<file path="src/block_dispatch_with_hash_chaining_macros.svh">
// ----------------------------------------------------------------------------
// Assertion macros for the block dispatcher
// Implication checks, same cycle and next cycle, with reset gating.
// ----------------------------------------------------------------------------
`ifndef BLOCK_DISPATCH_WITH_HASH_CHAINING_MACROS_SVH
`define BLOCK_DISPATCH_WITH_HASH_CHAINING_MACROS_SVH

`ifndef ASSERT_OFF
`define BDH_ASSERT_IMP(lbl, clk, rst_n, ante, cons) \
    lbl: assert property (@(posedge clk) disable iff (!(rst_n)) (ante) |-> (cons)) \
        else $error("bdh assertion failed");
`define BDH_ASSERT_NXT(lbl, clk, rst_n, ante, cons) \
    lbl: assert property (@(posedge clk) disable iff (!(rst_n)) (ante) |=> (cons)) \
        else $error("bdh assertion failed");
`else
`define BDH_ASSERT_IMP(lbl, clk, rst_n, ante, cons)
`define BDH_ASSERT_NXT(lbl, clk, rst_n, ante, cons)
`endif

`endif

</file>
<file path="src/bdh_pkg.sv">
// ----------------------------------------------------------------------------
// bdh_pkg
// Shared types and constants of the block dispatcher.
// ----------------------------------------------------------------------------
package bdh_pkg;

    localparam int NUM_BLOCKS_DEF = 32;
    localparam int NUM_SLOTS_DEF  = 4;
    localparam int TAG_BITS_DEF   = 16;

    localparam int TAG_FIELD_W  = 16;
    localparam int SLOT_FIELD_W = 2;
    localparam int BLK_FIELD_W  = 5;

    typedef enum logic {
        OP_ALLOC      = 1'b0,
        OP_SLOT_EVENT = 1'b1
    } t_opcode;

    typedef struct packed {
        t_opcode                 opcode;
        logic [TAG_FIELD_W-1:0]  tag;
        logic [SLOT_FIELD_W-1:0] slot;
        logic                    finished;
    } t_in_word;

    typedef struct packed {
        logic                   alloc_ok;
        logic [BLK_FIELD_W-1:0] alloc_block;
        logic                   alloc_ready;
        logic                   dispatched;
        logic [BLK_FIELD_W-1:0] dispatch_block;
        logic                   freed;
        logic [BLK_FIELD_W-1:0] freed_block;
    } t_out_word;

endpackage

</file>
<file path="src/block_dispatch_with_hash_chaining.sv">
// ----------------------------------------------------------------------------
// block_dispatch_with_hash_chaining
// Work-block allocator and slot dispatcher with tag hazard chaining.
// ----------------------------------------------------------------------------
// Each input word yields exactly one result word. The block takes one word per
// cycle while the output is not stalled: the word is captured in an input
// register, the tag compare across all blocks and the free/ready priority picks
// run combinationally, and the result lands in an output register while the
// scheduler state updates on the same edge, so back-to-back words always see
// the state left by the one before. Fields that do not apply to a word read as
// zero. Tag value all-ones is the empty marker and never matches.
module block_dispatch_with_hash_chaining #(
    parameter int NUM_BLOCKS = bdh_pkg::NUM_BLOCKS_DEF,
    parameter int NUM_SLOTS  = bdh_pkg::NUM_SLOTS_DEF,
    parameter int TAG_BITS   = bdh_pkg::TAG_BITS_DEF
) (
    input  logic               i_clk,
    input  logic               i_rst_n,
    input  logic               i_in_valid,
    output logic               o_in_stall,
    input  bdh_pkg::t_in_word  i_in_word,
    output logic               o_out_valid,
    input  logic               i_out_stall,
    output bdh_pkg::t_out_word o_out_word
);

`include "block_dispatch_with_hash_chaining_macros.svh"

    localparam int IW  = $clog2(NUM_BLOCKS);
    localparam int BFW = bdh_pkg::BLK_FIELD_W;

    logic               r_in_valid;
    bdh_pkg::t_in_word  r_in_word;
    logic               r_out_valid;
    bdh_pkg::t_out_word r_out_word;
    bdh_pkg::t_out_word n_out_word;
    logic               proc;

    logic [NUM_BLOCKS-1:0] r_free_mask, n_free_mask;
    logic [NUM_BLOCKS-1:0] r_ready_mask, n_ready_mask;
    logic [IW-1:0]         r_last_alloc, n_last_alloc;
    logic [IW-1:0]         r_last_disp, n_last_disp;
    logic                  r_owner_vld [NUM_SLOTS];
    logic                  n_owner_vld [NUM_SLOTS];
    logic [IW-1:0]         r_owner_idx [NUM_SLOTS];
    logic [IW-1:0]         n_owner_idx [NUM_SLOTS];
    logic                  r_succ_vld  [NUM_BLOCKS];
    logic                  n_succ_vld  [NUM_BLOCKS];
    logic [IW-1:0]         r_succ_idx  [NUM_BLOCKS];
    logic [IW-1:0]         n_succ_idx  [NUM_BLOCKS];

    logic [TAG_BITS-1:0]  tag_in;
    logic                 free_found;
    logic [IW-1:0]        free_idx;
    logic                 rdy_found;
    logic [IW-1:0]        rdy_idx;
    logic                 tag_match;
    logic [IW-1:0]        tag_old;
    logic                 tag_alloc_we;
    logic                 tag_clear_we;
    logic [NUM_SLOTS-1:0] slot_sel;
    logic                 slot_ok;
    logic                 own_vld;
    logic [IW-1:0]        own_idx;
    logic                 have_next;
    logic [IW-1:0]        next_idx;

    assign proc        = r_in_valid && (!r_out_valid || !i_out_stall);
    assign o_in_stall  = r_in_valid && !proc;
    assign o_out_valid = r_out_valid;
    assign o_out_word  = r_out_word;
    assign tag_in      = r_in_word.tag[TAG_BITS-1:0];

    bdh_pick #(.N(NUM_BLOCKS)) u_free_pick (
        .i_mask  (r_free_mask),
        .i_limit (r_last_alloc),
        .o_found (free_found),
        .o_idx   (free_idx)
    );

    bdh_pick #(.N(NUM_BLOCKS)) u_ready_pick (
        .i_mask  (r_ready_mask),
        .i_limit (r_last_disp),
        .o_found (rdy_found),
        .o_idx   (rdy_idx)
    );

    bdh_tags #(.NUM_BLOCKS(NUM_BLOCKS), .TAG_BITS(TAG_BITS)) u_tags (
        .i_clk       (i_clk),
        .i_rst_n     (i_rst_n),
        .i_tag       (tag_in),
        .o_match     (tag_match),
        .o_match_idx (tag_old),
        .i_alloc_we  (tag_alloc_we),
        .i_alloc_idx (free_idx),
        .i_clear_we  (tag_clear_we),
        .i_clear_idx (own_idx)
    );

    // slot owner lookup
    always_comb begin
        own_vld = 1'b0;
        own_idx = '0;
        for (int s = 0; s < NUM_SLOTS; s++) begin
            slot_sel[s] = ({1'b0, r_in_word.slot} == 3'(s));
            if (slot_sel[s]) begin
                own_vld = r_owner_vld[s];
                own_idx = r_owner_idx[s];
            end
        end
        slot_ok = |slot_sel;
    end

    always_comb begin
        n_free_mask  = r_free_mask;
        n_ready_mask = r_ready_mask;
        n_last_alloc = r_last_alloc;
        n_last_disp  = r_last_disp;
        n_owner_vld  = r_owner_vld;
        n_owner_idx  = r_owner_idx;
        n_succ_vld   = r_succ_vld;
        n_succ_idx   = r_succ_idx;
        n_out_word   = '0;
        tag_alloc_we = 1'b0;
        tag_clear_we = 1'b0;
        have_next    = 1'b0;
        next_idx     = '0;

        if (proc) begin
            case (r_in_word.opcode)
                bdh_pkg::OP_ALLOC: begin
                    if (free_found) begin
                        tag_alloc_we          = 1'b1;
                        n_free_mask[free_idx] = 1'b0;
                        if (tag_match) begin
                            n_succ_vld[tag_old] = 1'b1;
                            n_succ_idx[tag_old] = free_idx;
                        end else begin
                            n_ready_mask[free_idx] = 1'b1;
                        end
                        n_last_alloc           = free_idx;
                        n_out_word.alloc_ok    = 1'b1;
                        n_out_word.alloc_block = BFW'(free_idx);
                        n_out_word.alloc_ready = !tag_match;
                    end
                end
                bdh_pkg::OP_SLOT_EVENT: begin
                    if (slot_ok && !(own_vld && !r_in_word.finished)) begin
                        if (own_vld) begin
                            n_free_mask[own_idx]   = 1'b1;
                            tag_clear_we           = 1'b1;
                            n_out_word.freed       = 1'b1;
                            n_out_word.freed_block = BFW'(own_idx);
                            for (int s = 0; s < NUM_SLOTS; s++) begin
                                if (slot_sel[s]) begin
                                    n_owner_vld[s] = 1'b0;
                                end
                            end
                            if (r_succ_vld[own_idx]) begin
                                have_next           = 1'b1;
                                next_idx            = r_succ_idx[own_idx];
                                n_succ_vld[own_idx] = 1'b0;
                            end
                        end
                        if (!have_next && rdy_found) begin
                            have_next = 1'b1;
                            next_idx  = rdy_idx;
                        end
                        if (have_next) begin
                            n_ready_mask[next_idx]    = 1'b0;
                            n_last_disp               = next_idx;
                            n_out_word.dispatched     = 1'b1;
                            n_out_word.dispatch_block = BFW'(next_idx);
                            for (int s = 0; s < NUM_SLOTS; s++) begin
                                if (slot_sel[s]) begin
                                    n_owner_vld[s] = 1'b1;
                                    n_owner_idx[s] = next_idx;
                                end
                            end
                        end
                    end
                end
                default: begin
                end
            endcase
        end
    end

    always_ff @(posedge i_clk) begin
        if (!i_rst_n) begin
            r_in_valid   <= 1'b0;
            r_out_valid  <= 1'b0;
            r_free_mask  <= '1;
            r_ready_mask <= '0;
            r_last_alloc <= '0;
            r_last_disp  <= '0;
            for (int s = 0; s < NUM_SLOTS; s++) begin
                r_owner_vld[s] <= 1'b0;
                r_owner_idx[s] <= '0;
            end
            for (int b = 0; b < NUM_BLOCKS; b++) begin
                r_succ_vld[b] <= 1'b0;
                r_succ_idx[b] <= '0;
            end
        end else begin
            if (!o_in_stall) begin
                r_in_valid <= i_in_valid;
            end
            if (proc) begin
                r_out_valid <= 1'b1;
            end else if (!i_out_stall) begin
                r_out_valid <= 1'b0;
            end
            r_free_mask  <= n_free_mask;
            r_ready_mask <= n_ready_mask;
            r_last_alloc <= n_last_alloc;
            r_last_disp  <= n_last_disp;
            r_owner_vld  <= n_owner_vld;
            r_owner_idx  <= n_owner_idx;
            r_succ_vld   <= n_succ_vld;
            r_succ_idx   <= n_succ_idx;
        end
    end

    always_ff @(posedge i_clk) begin
        if (!o_in_stall && i_in_valid) begin
            r_in_word <= i_in_word;
        end
        if (proc) begin
            r_out_word <= n_out_word;
        end
    end

    `BDH_ASSERT_IMP(a_free_ready_disjoint, i_clk, i_rst_n, 1'b1,
                    (r_free_mask & r_ready_mask) == '0)
    `BDH_ASSERT_NXT(a_held_word_stable, i_clk, i_rst_n, r_in_valid && o_in_stall,
                    r_in_valid && $stable(r_in_word))
    `BDH_ASSERT_IMP(a_result_kind, i_clk, i_rst_n, o_out_valid,
                    !(o_out_word.alloc_ok && (o_out_word.dispatched || o_out_word.freed)))

endmodule

</file>
<file path="src/bdh_pick.sv">
// ----------------------------------------------------------------------------
// bdh_pick
// Picks the highest set bit below a limit, else the highest set bit.
// ----------------------------------------------------------------------------
module bdh_pick #(
    parameter int N = bdh_pkg::NUM_BLOCKS_DEF
) (
    input  logic [N-1:0]         i_mask,
    input  logic [$clog2(N)-1:0] i_limit,
    output logic                 o_found,
    output logic [$clog2(N)-1:0] o_idx
);

    localparam int IW = $clog2(N);

    logic          below_found;
    logic [IW-1:0] below_idx;
    logic [IW-1:0] any_idx;

    always_comb begin
        below_found = 1'b0;
        below_idx   = '0;
        any_idx     = '0;
        for (int i = 0; i < N; i++) begin
            if (i_mask[i]) begin
                any_idx = IW'(i);
                if (IW'(i) < i_limit) begin
                    below_found = 1'b1;
                    below_idx   = IW'(i);
                end
            end
        end
        o_found = |i_mask;
        o_idx   = below_found ? below_idx : any_idx;
    end

endmodule

</file>
<file path="src/bdh_tags.sv">
// ----------------------------------------------------------------------------
// bdh_tags
// Hazard tag store with parallel compare; lowest matching entry reported.
// ----------------------------------------------------------------------------
module bdh_tags #(
    parameter int NUM_BLOCKS = bdh_pkg::NUM_BLOCKS_DEF,
    parameter int TAG_BITS   = bdh_pkg::TAG_BITS_DEF
) (
    input  logic                          i_clk,
    input  logic                          i_rst_n,
    input  logic [TAG_BITS-1:0]           i_tag,
    output logic                          o_match,
    output logic [$clog2(NUM_BLOCKS)-1:0] o_match_idx,
    input  logic                          i_alloc_we,
    input  logic [$clog2(NUM_BLOCKS)-1:0] i_alloc_idx,
    input  logic                          i_clear_we,
    input  logic [$clog2(NUM_BLOCKS)-1:0] i_clear_idx
);

    localparam int IW = $clog2(NUM_BLOCKS);
    localparam logic [TAG_BITS-1:0] EMPTY_TAG = '1;

    logic [TAG_BITS-1:0]   r_tag_store [NUM_BLOCKS];
    logic [NUM_BLOCKS-1:0] hit;
    logic [IW-1:0]         low_idx;

    always_comb begin
        low_idx = '0;
        for (int i = NUM_BLOCKS - 1; i >= 0; i--) begin
            hit[i] = (r_tag_store[i] == i_tag) && (i_tag != EMPTY_TAG);
            if (hit[i]) begin
                low_idx = IW'(i);
            end
        end
        o_match     = |hit;
        o_match_idx = low_idx;
    end

    always_ff @(posedge i_clk) begin
        if (!i_rst_n) begin
            for (int i = 0; i < NUM_BLOCKS; i++) begin
                r_tag_store[i] <= EMPTY_TAG;
            end
        end else begin
            for (int i = 0; i < NUM_BLOCKS; i++) begin
                if (i_alloc_we && (i_alloc_idx == IW'(i))) begin
                    r_tag_store[i] <= i_tag;
                end else if (i_alloc_we && hit[i]) begin
                    r_tag_store[i] <= EMPTY_TAG;
                end else if (i_clear_we && (i_clear_idx == IW'(i))) begin
                    r_tag_store[i] <= EMPTY_TAG;
                end
            end
        end
    end

endmodule
</file>
<file path="config.mk">
export PLATFORM = sky130hd
export DESIGN_NAME = block_dispatch_with_hash_chaining
export DESIGN_NICKNAME = d
export VERILOG_FILES = /design/src/bdh_pkg.sv /design/src/block_dispatch_with_hash_chaining.sv /design/src/bdh_pick.sv /design/src/bdh_tags.sv
export VERILOG_INCLUDE_DIRS = /design/src /design/src/src
export SDC_FILE = /design/constraint.sdc
export NUM_CORES = 2
export LEC_CHECK = 0
export BUFFER_PORTS_ARGS = -buffer_cell sky130_fd_sc_hd__buf_2
export CAP_MARGIN = 20
export CELL_PAD_IN_SITES_DETAIL_PLACEMENT = 1
export CELL_PAD_IN_SITES_GLOBAL_PLACEMENT = 1
export CORE_MARGIN = 2
export CORE_UTILIZATION = 30
export CTS_CLUSTER_DIAMETER = 60
export DETAILED_ROUTE_END_ITERATION = 12
export GPL_ROUTABILITY_DRIVEN = 0
export PLACE_DENSITY_LB_ADDON = 0.1
export SYNTH_ARGS = -nofsm -noshare
export SYNTH_HDL_FRONTEND = slang
export SYNTH_HIERARCHICAL = 1
export SYNTH_SLANG_ARGS = --single-unit
</file>
<file path="constraint.sdc">
create_clock -name i_clk -period 8.4 [get_ports i_clk]
set_clock_uncertainty 0.15 [all_clocks]
set_input_delay 0.42 -clock i_clk [delete_from_list [all_inputs] [get_ports i_clk]]
set_output_delay 0.42 -clock i_clk [all_outputs]
set_load 0.01 [all_outputs]
</file>
Yosys cells after proc, flatten, opt, wreduce, memory -nomap -nowiden. Memories as Yosys holds them, arrays and structs flattened. Index checks and enable logic that the tools add are counted. W data, S select, Z words.

Magnitude comparators: 74. Eq/ne operators: 106. Mux-type cells: 908. Bitwise operators: 109. Reduce and logical (&&, ||, !) cells: 170.

Operators with widths (count): $mux W16 (96); $mux W5 (201); $mux W1 (554); $eq A16 B16 Y1 (32); $mux W32 (12); $pmux W32 S2 (3); $bwmux W160 (1); $eq A5 B5 Y1 const B (32); $lt A5 B5 Y1 const A (32); $logic_and A1 B1 Y1 (139); $and A32 B32 Y32 (3); $not A32 Y32 (3); $or A1 B1 Y1 (96); $or A32 B32 Y32 (3); $reduce_or A32 Y1 (3); $eq A5 B4 Y1 const B (16); $lt A4 B5 Y1 const A (16); $mux W4 (18); $eq A5 B3 Y1 const B (8); $lt A3 B5 Y1 const A (8); $bmux W5 S5 (1); $demux W1 S5 (5); $demux W5 S5 (1); $reduce_and A5 Y1 (5); 30 further kinds (79).

Register bits after elaboration: 331. Bits in writable memories: 512. Input bits: 24. Output and inout port bits: 21. Logic and storage cells: 1457. Memories kept: 1.

Memories: u_tags.r_tag_store (words 32, width 16, rd ports 32, clocked after memory_dff 0, write ports 32, line bdh_tags.sv:23) `logic [TAG_BITS-1:0] r_tag_store [NUM_BLOCKS];`.

Depth between registers and ports, before layout.
Depth in word-level cells: 79. Gate-level depth with buffers: 19. Mapped depth without buffers: 15.

Cells and area by module. The synthesis kept the hierarchy.

Modules (own cells, without submodules): bdh_tags (instances 1, cells each 2147, area an instance 26431.6 µm², seq. area each 15374.7 µm²); block_dispatch_with_hash_chaining (instances 1, cells each 1567, area an instance 14342.5 µm², seq. area each 7016.7 µm²); bdh_pick (instances 2, cells each 227, area an instance 1338.8 µm², seq. area each 0.0 µm²).

Worst setup path after synthesis. No wires, ideal clock.

Kind: flip-flop to flip-flop. From: reg r_last_alloc[3]. To: mem u_tags/r_tag_store[1][128] (netlist bit), enable pin. Library setup time: 411 ps. Data arrival time: 4165 ps. Data required time: 7839 ps. Slack: 3674 ps. Stages on the path, launching flop included: 15. Buffers on the path: 4. Period minus slack after synthesis: 4726 ps. Cell sequence: dfxtp_1 -> buf_6 -> or3_4 -> buf_6 -> o21a_1 -> o21ai_1 -> o211ai_1 -> inv_1 -> a21oi_1 -> o21ai_0 -> clkbuf_1 -> nor2b_1 -> nand2_1 -> clkbuf_1 -> o21ai_0.

RTL lines: start, declared (line block_dispatch_with_hash_chaining.sv:41) `logic [IW-1:0] r_last_alloc, n_last_alloc;`; start signal, assigned (line block_dispatch_with_hash_chaining.sv:216) `r_last_alloc <= n_last_alloc;`; end, declared (line bdh_tags.sv:23).

Final worst setup path.
From: reg r_in_word (netlist bit tag_in[12]). To: reg r_succ_idx[34] (netlist bit).

Cells in the longest elaborated chain, start to end: 40. Elaborated cells on any way between the ends: 106. Those cells by class: 2 x order compare; 33 x eq/ne; 35 x mux; 1 x bitwise; 35 x reduce/logical.

Ends and longest elaborated chain: start, declared (line block_dispatch_with_hash_chaining.sv:33) `bdh_pkg::t_in_word r_in_word;`; start signal, assigned (line block_dispatch_with_hash_chaining.sv:227) `r_in_word <= i_in_word;`; $eq A16 B16 Y1 or $ne A16 B16 Y1 (tied branches) (line bdh_tags.sv:30) `hit[i] = (r_tag_store[i] == i_tag) && (i_tag != EMPTY_TAG);`; $logic_and A1 B1 Y1 (line bdh_tags.sv:30); $mux W5 (31 in series) (line bdh_tags.sv:31) `if (hit[i]) begin`; $mux W5 * (line bdh_tags.sv:31); net tag_old[0] (line block_dispatch_with_hash_chaining.sv:58) `logic [IW-1:0] tag_old;`; $not A5 Y6 (not written as such) * (line block_dispatch_with_hash_chaining.sv:137) `n_succ_idx[tag_old] = free_idx;`; $ge A6 B6 Y1 (not written as such) or $lt A6 B1 Y1 (tied branches) (line block_dispatch_with_hash_chaining.sv:137); $logic_and A1 B1 Y1 (not written as such) (line block_dispatch_with_hash_chaining.sv:137); $mux W5 (not written as such) (line block_dispatch_with_hash_chaining.sv:137); $demux W5 S5 * (line block_dispatch_with_hash_chaining.sv:137); $bwmux W160 * (line block_dispatch_with_hash_chaining.sv:137); end signal, assigned (line block_dispatch_with_hash_chaining.sv:221) `r_succ_idx <= n_succ_idx;`; end, declared (line block_dispatch_with_hash_chaining.sv:49) `logic [IW-1:0] r_succ_idx [NUM_BLOCKS];`.

The timed path passes the listed nets; every way through them passes the cells marked *. A chain may end at the register's enable or synchronous reset.

==> qor.yml <==
fin_crit_sh: 0.7582
antenna_left: 0
die_y_um: 384.6
grt_overflow: 0
p_clk_frac: 0.414
clock-sinks: 843
synth-main-ff-cell: "edfxtp_1"
ctsRootBufferMaster: "clkbuf_16"
cts_setup_buffers: 0
internal_power_mw: 7.744
cts.repair.resized: 0
drive_above_1_share: 0.1676
required_ns: 8.84
synthesis.nets: 4192
violations: "DRC"
p_leak_nw: 14.97
crit_path_start: "tag_in[12]$_DFFE_PP_"
fmax_mhz: 157.0
grt_max_degree: 97
rsz0062_at_grt: "false"
final-setup-viol-count: 0
status: "complete, but fails checks"
hold_viol_final: 0
grt_usage: 0.1994
critPathCaptureType: "register"
seq_area_frac_synth: 0.5153
crit_fanout: 15
path_class: "register to register"
cts_buffers: 111
cp_data_arrival_time_ns: 6.81
die_width_um: 384.6
ys_ff_latch: 843
drtIter0Drc: 2106
design_area_um2: 49440
io_pins: 45
num_vias: 31780
switching_share: 0.3130
antenna_found_initial: 9
dp_hpwl_um: 96270
synth_edf_count: 551
wire_per_inst_um: 24.21
area_growth_pct: 13.78
drv_cap: 0
slew_headroom: 0.2748
hold_class: "input port to register"
die_area_um2: 147900
initial_utilization: 0.3025
synthArstFlopShare: 0
numPortBuffers: 44
synthCells: 4168
worstHoldStart: "i_rst_n"
grt_pass1_wl_um: 222100
r2r-start: "tag_in[12]$_DFFE_PP_"
drc_errors: 8
dr.pass1.iters: 9
core_um2: 143700
clockBufferDepth: 3
core.rowCount: 139
startpoint_type: "register"
cts_tree: "built"
synth_warnings: 6
vdd_drop_max_mv: 0.2200
clk_latency_ns: 0.73
first_global_vias: 32535
syn-mean-instance-area_um2: 10.43
viasPerCell: 5.170
min_period_ns: 6.369
clk_pin_slew_ns: 0.05
routed_wl_um: 148800
detailed_place.area_um2: 45630
fin_setup_tns_ns: 0
drv_slew: 0
p_switching_mw: 3.528
fin_nets: 4178
comb_power_share: 0.177
holdBufCountCts: 23
htree_levels: 3
seqPwrFrac: 0.409
fill_cells: 15871
synth_area_um2: 43450
power.density_nw_per_um2: 228.0
worst_pin_slew_ns: 1.088
ys_types: 96
-- metal layers --
metal,GRT usage,wire [µm],vias to the layer above
met5,0,13,-
met4,0.05570,3978,2
met3,0.02895,5556,218
met2,0.3115,66170,543
met1,0.2857,73080,16176
li1,-,-,14841
-- path summary, 6_finish.rpt --
| path | to | slack, ns | cells after the start |
|---|---|---|---|
| setup / recovery | r_succ_idx[34]$_SDFFE_PN0P_ | 2.03 | 14 |
| hold / removal | r_free_mask[0]$_SDFFE_PN1P_ | 0.24 | 2 |
| setup reg to reg | r_succ_idx[34]$_SDFFE_PN0P_ | 2.03 | 14 |
| hold reg to reg | r_succ_idx[63]$_SDFFE_PN0P_ | 0.31 | 2 |
-- placed cells by master, fill, tap and decap left out, types with 123 or more instances in the layout --
cell type,Yosys,routed
edfxtp_1,551,551
dfxtp_1,292,292
nor2_1,284,284
xnor2_1,280,280
nand2_1,280,279
or2_2,271,271
xor2_1,232,232
a21oi_1,198,198
mux2i_1,171,170
o21ai_0,183,170
or3_1,150,150
buf_4,41,123
-- kinds of logic (layout without fill, tap and decap cells) --
family / after synthesis / in the layout / share of synthesized area
AND/OR/NAND/NOR: 1544 / 1544 / 0.1903
flip-flops: 843 / 843 / 0.5153
AO/OA/AOI/OAI: 701 / 701 / 0.1042
XOR/XNOR: 512 / 512 / 0.1032
buffers and inverters: 386 / 461 / 0.04319
multiplexers: 182 / 182 / 0.04377
other: 0 / 1 / 0
-- final cells by class --
cell class,instances,area [µm²],share of cell area
repair buffers,202,1590,0.03217
clock inverters,53,535.5,0.01083
well taps,1903,2381,0.04816
diodes,1,2.502,0.00005062
flip-flops and latches,843,22390,0.4529
multi-input cells,2939,19290,0.3901
inverters,57,226.5,0.004581
clock buffers,149,3023,0.06115
-- sequential cells by signal (all words and copies together), names as in the netlist, named ones only --
register            cells
u_tags/r_tag_store    512
r_succ_idx            160
r_free_mask            32
r_ready_mask           32
r_succ_vld             32
r_owner_idx            20
o_out_word             19
tag_in                 16
r_last_alloc            5
r_last_disp             5
r_in_word               4
o_out_valid             1
r_in_valid              1
r_owner_vld             1
-- worst max-delay path, stage by stage (launching register included) --
cell      delay, ns
edfxtp_1       0.87
buf_4          0.44
xnor2_1        0.16
nand4_1        0.13
nor4_1         0.74
nor2b_1        0.23
o211ai_1       0.09
a21oi_1        0.24
o31ai_1        0.14
a221o_1        0.34
a31oi_1        0.58
nand4b_1       0.90
nor2_1         0.89
mux2i_1        0.26
nor2_1         0.06
-- power groups by stage --
| stage | Clock (mW) | Sequential [mW] | Combinational (mW) |
|---|---|---|---|
| 6_report | 4.66 | 4.61 | 2.00 |
| 5_1_grt | 4.95 | 4.62 | 2.14 |
| 4_1_cts | 4.80 | 4.61 | 2.02 |
| 3_5_place_dp | 0 | 4.70 | 2.00 |
| 3_3_place_gp | 0 | 4.70 | 2.01 |
| 2_1_floorplan | 0 | 4.66 | 1.13 |
-- per-stage QoR --
step	setup WS, ns	total power [mW]	cells	util	hold WS [ns]
floorplan	3.674	5.789	4168	-	0.2830
global placement	1.992	6.711	5913	0.3173	0.2938
detailed placement	2.075	6.701	5918	0.3176	0.3036
CTS	2.068	11.43	6143	0.3440	0.1707
global route	1.740	11.71	6146	0.3441	0.2263
finish	2.031	11.27	6147	0.3441	0.2410
-- cell usage after synthesis (all sizes together), types with 6 or more instances --
cell | n | area, µm²
a211oi | 42 | 315.3
a21boi | 9 | 67.56
a21o | 9 | 67.56
a21oi | 199 | 999.7
a22oi | 13 | 97.59
a311oi | 11 | 96.34
a31oi | 38 | 237.7
a32oi | 6 | 52.55
and2 | 22 | 143.9
and3 | 9 | 56.30
buf | 133 | 919.6
clkbuf | 196 | 735.7
dfxtp | 292 | 5846
edfxtp | 551 | 16550
inv | 53 | 201.5
mux2i | 173 | 1748
nand2 | 281 | 1057
nand2b | 33 | 206.5
nand3 | 84 | 430.4
nand3b | 11 | 82.58
nand4 | 88 | 550.5
nand4b | 6 | 52.55
nor2 | 287 | 1085
nor2b | 37 | 231.5
nor3 | 58 | 326.6
nor4 | 84 | 571.8
o211ai | 47 | 352.8
o21a | 12 | 90.09
o21ai | 190 | 950.9
o221a | 33 | 371.6
o221ai | 7 | 61.31
o22ai | 13 | 81.33
o31ai | 16 | 120.1
o32ai | 6 | 60.06
or2 | 372 | 2332
or3 | 152 | 960.9
or4 | 7 | 52.55
xnor2 | 280 | 2452
xor2 | 232 | 2032
Note: power is estimated with default switching activity, not from simulation.
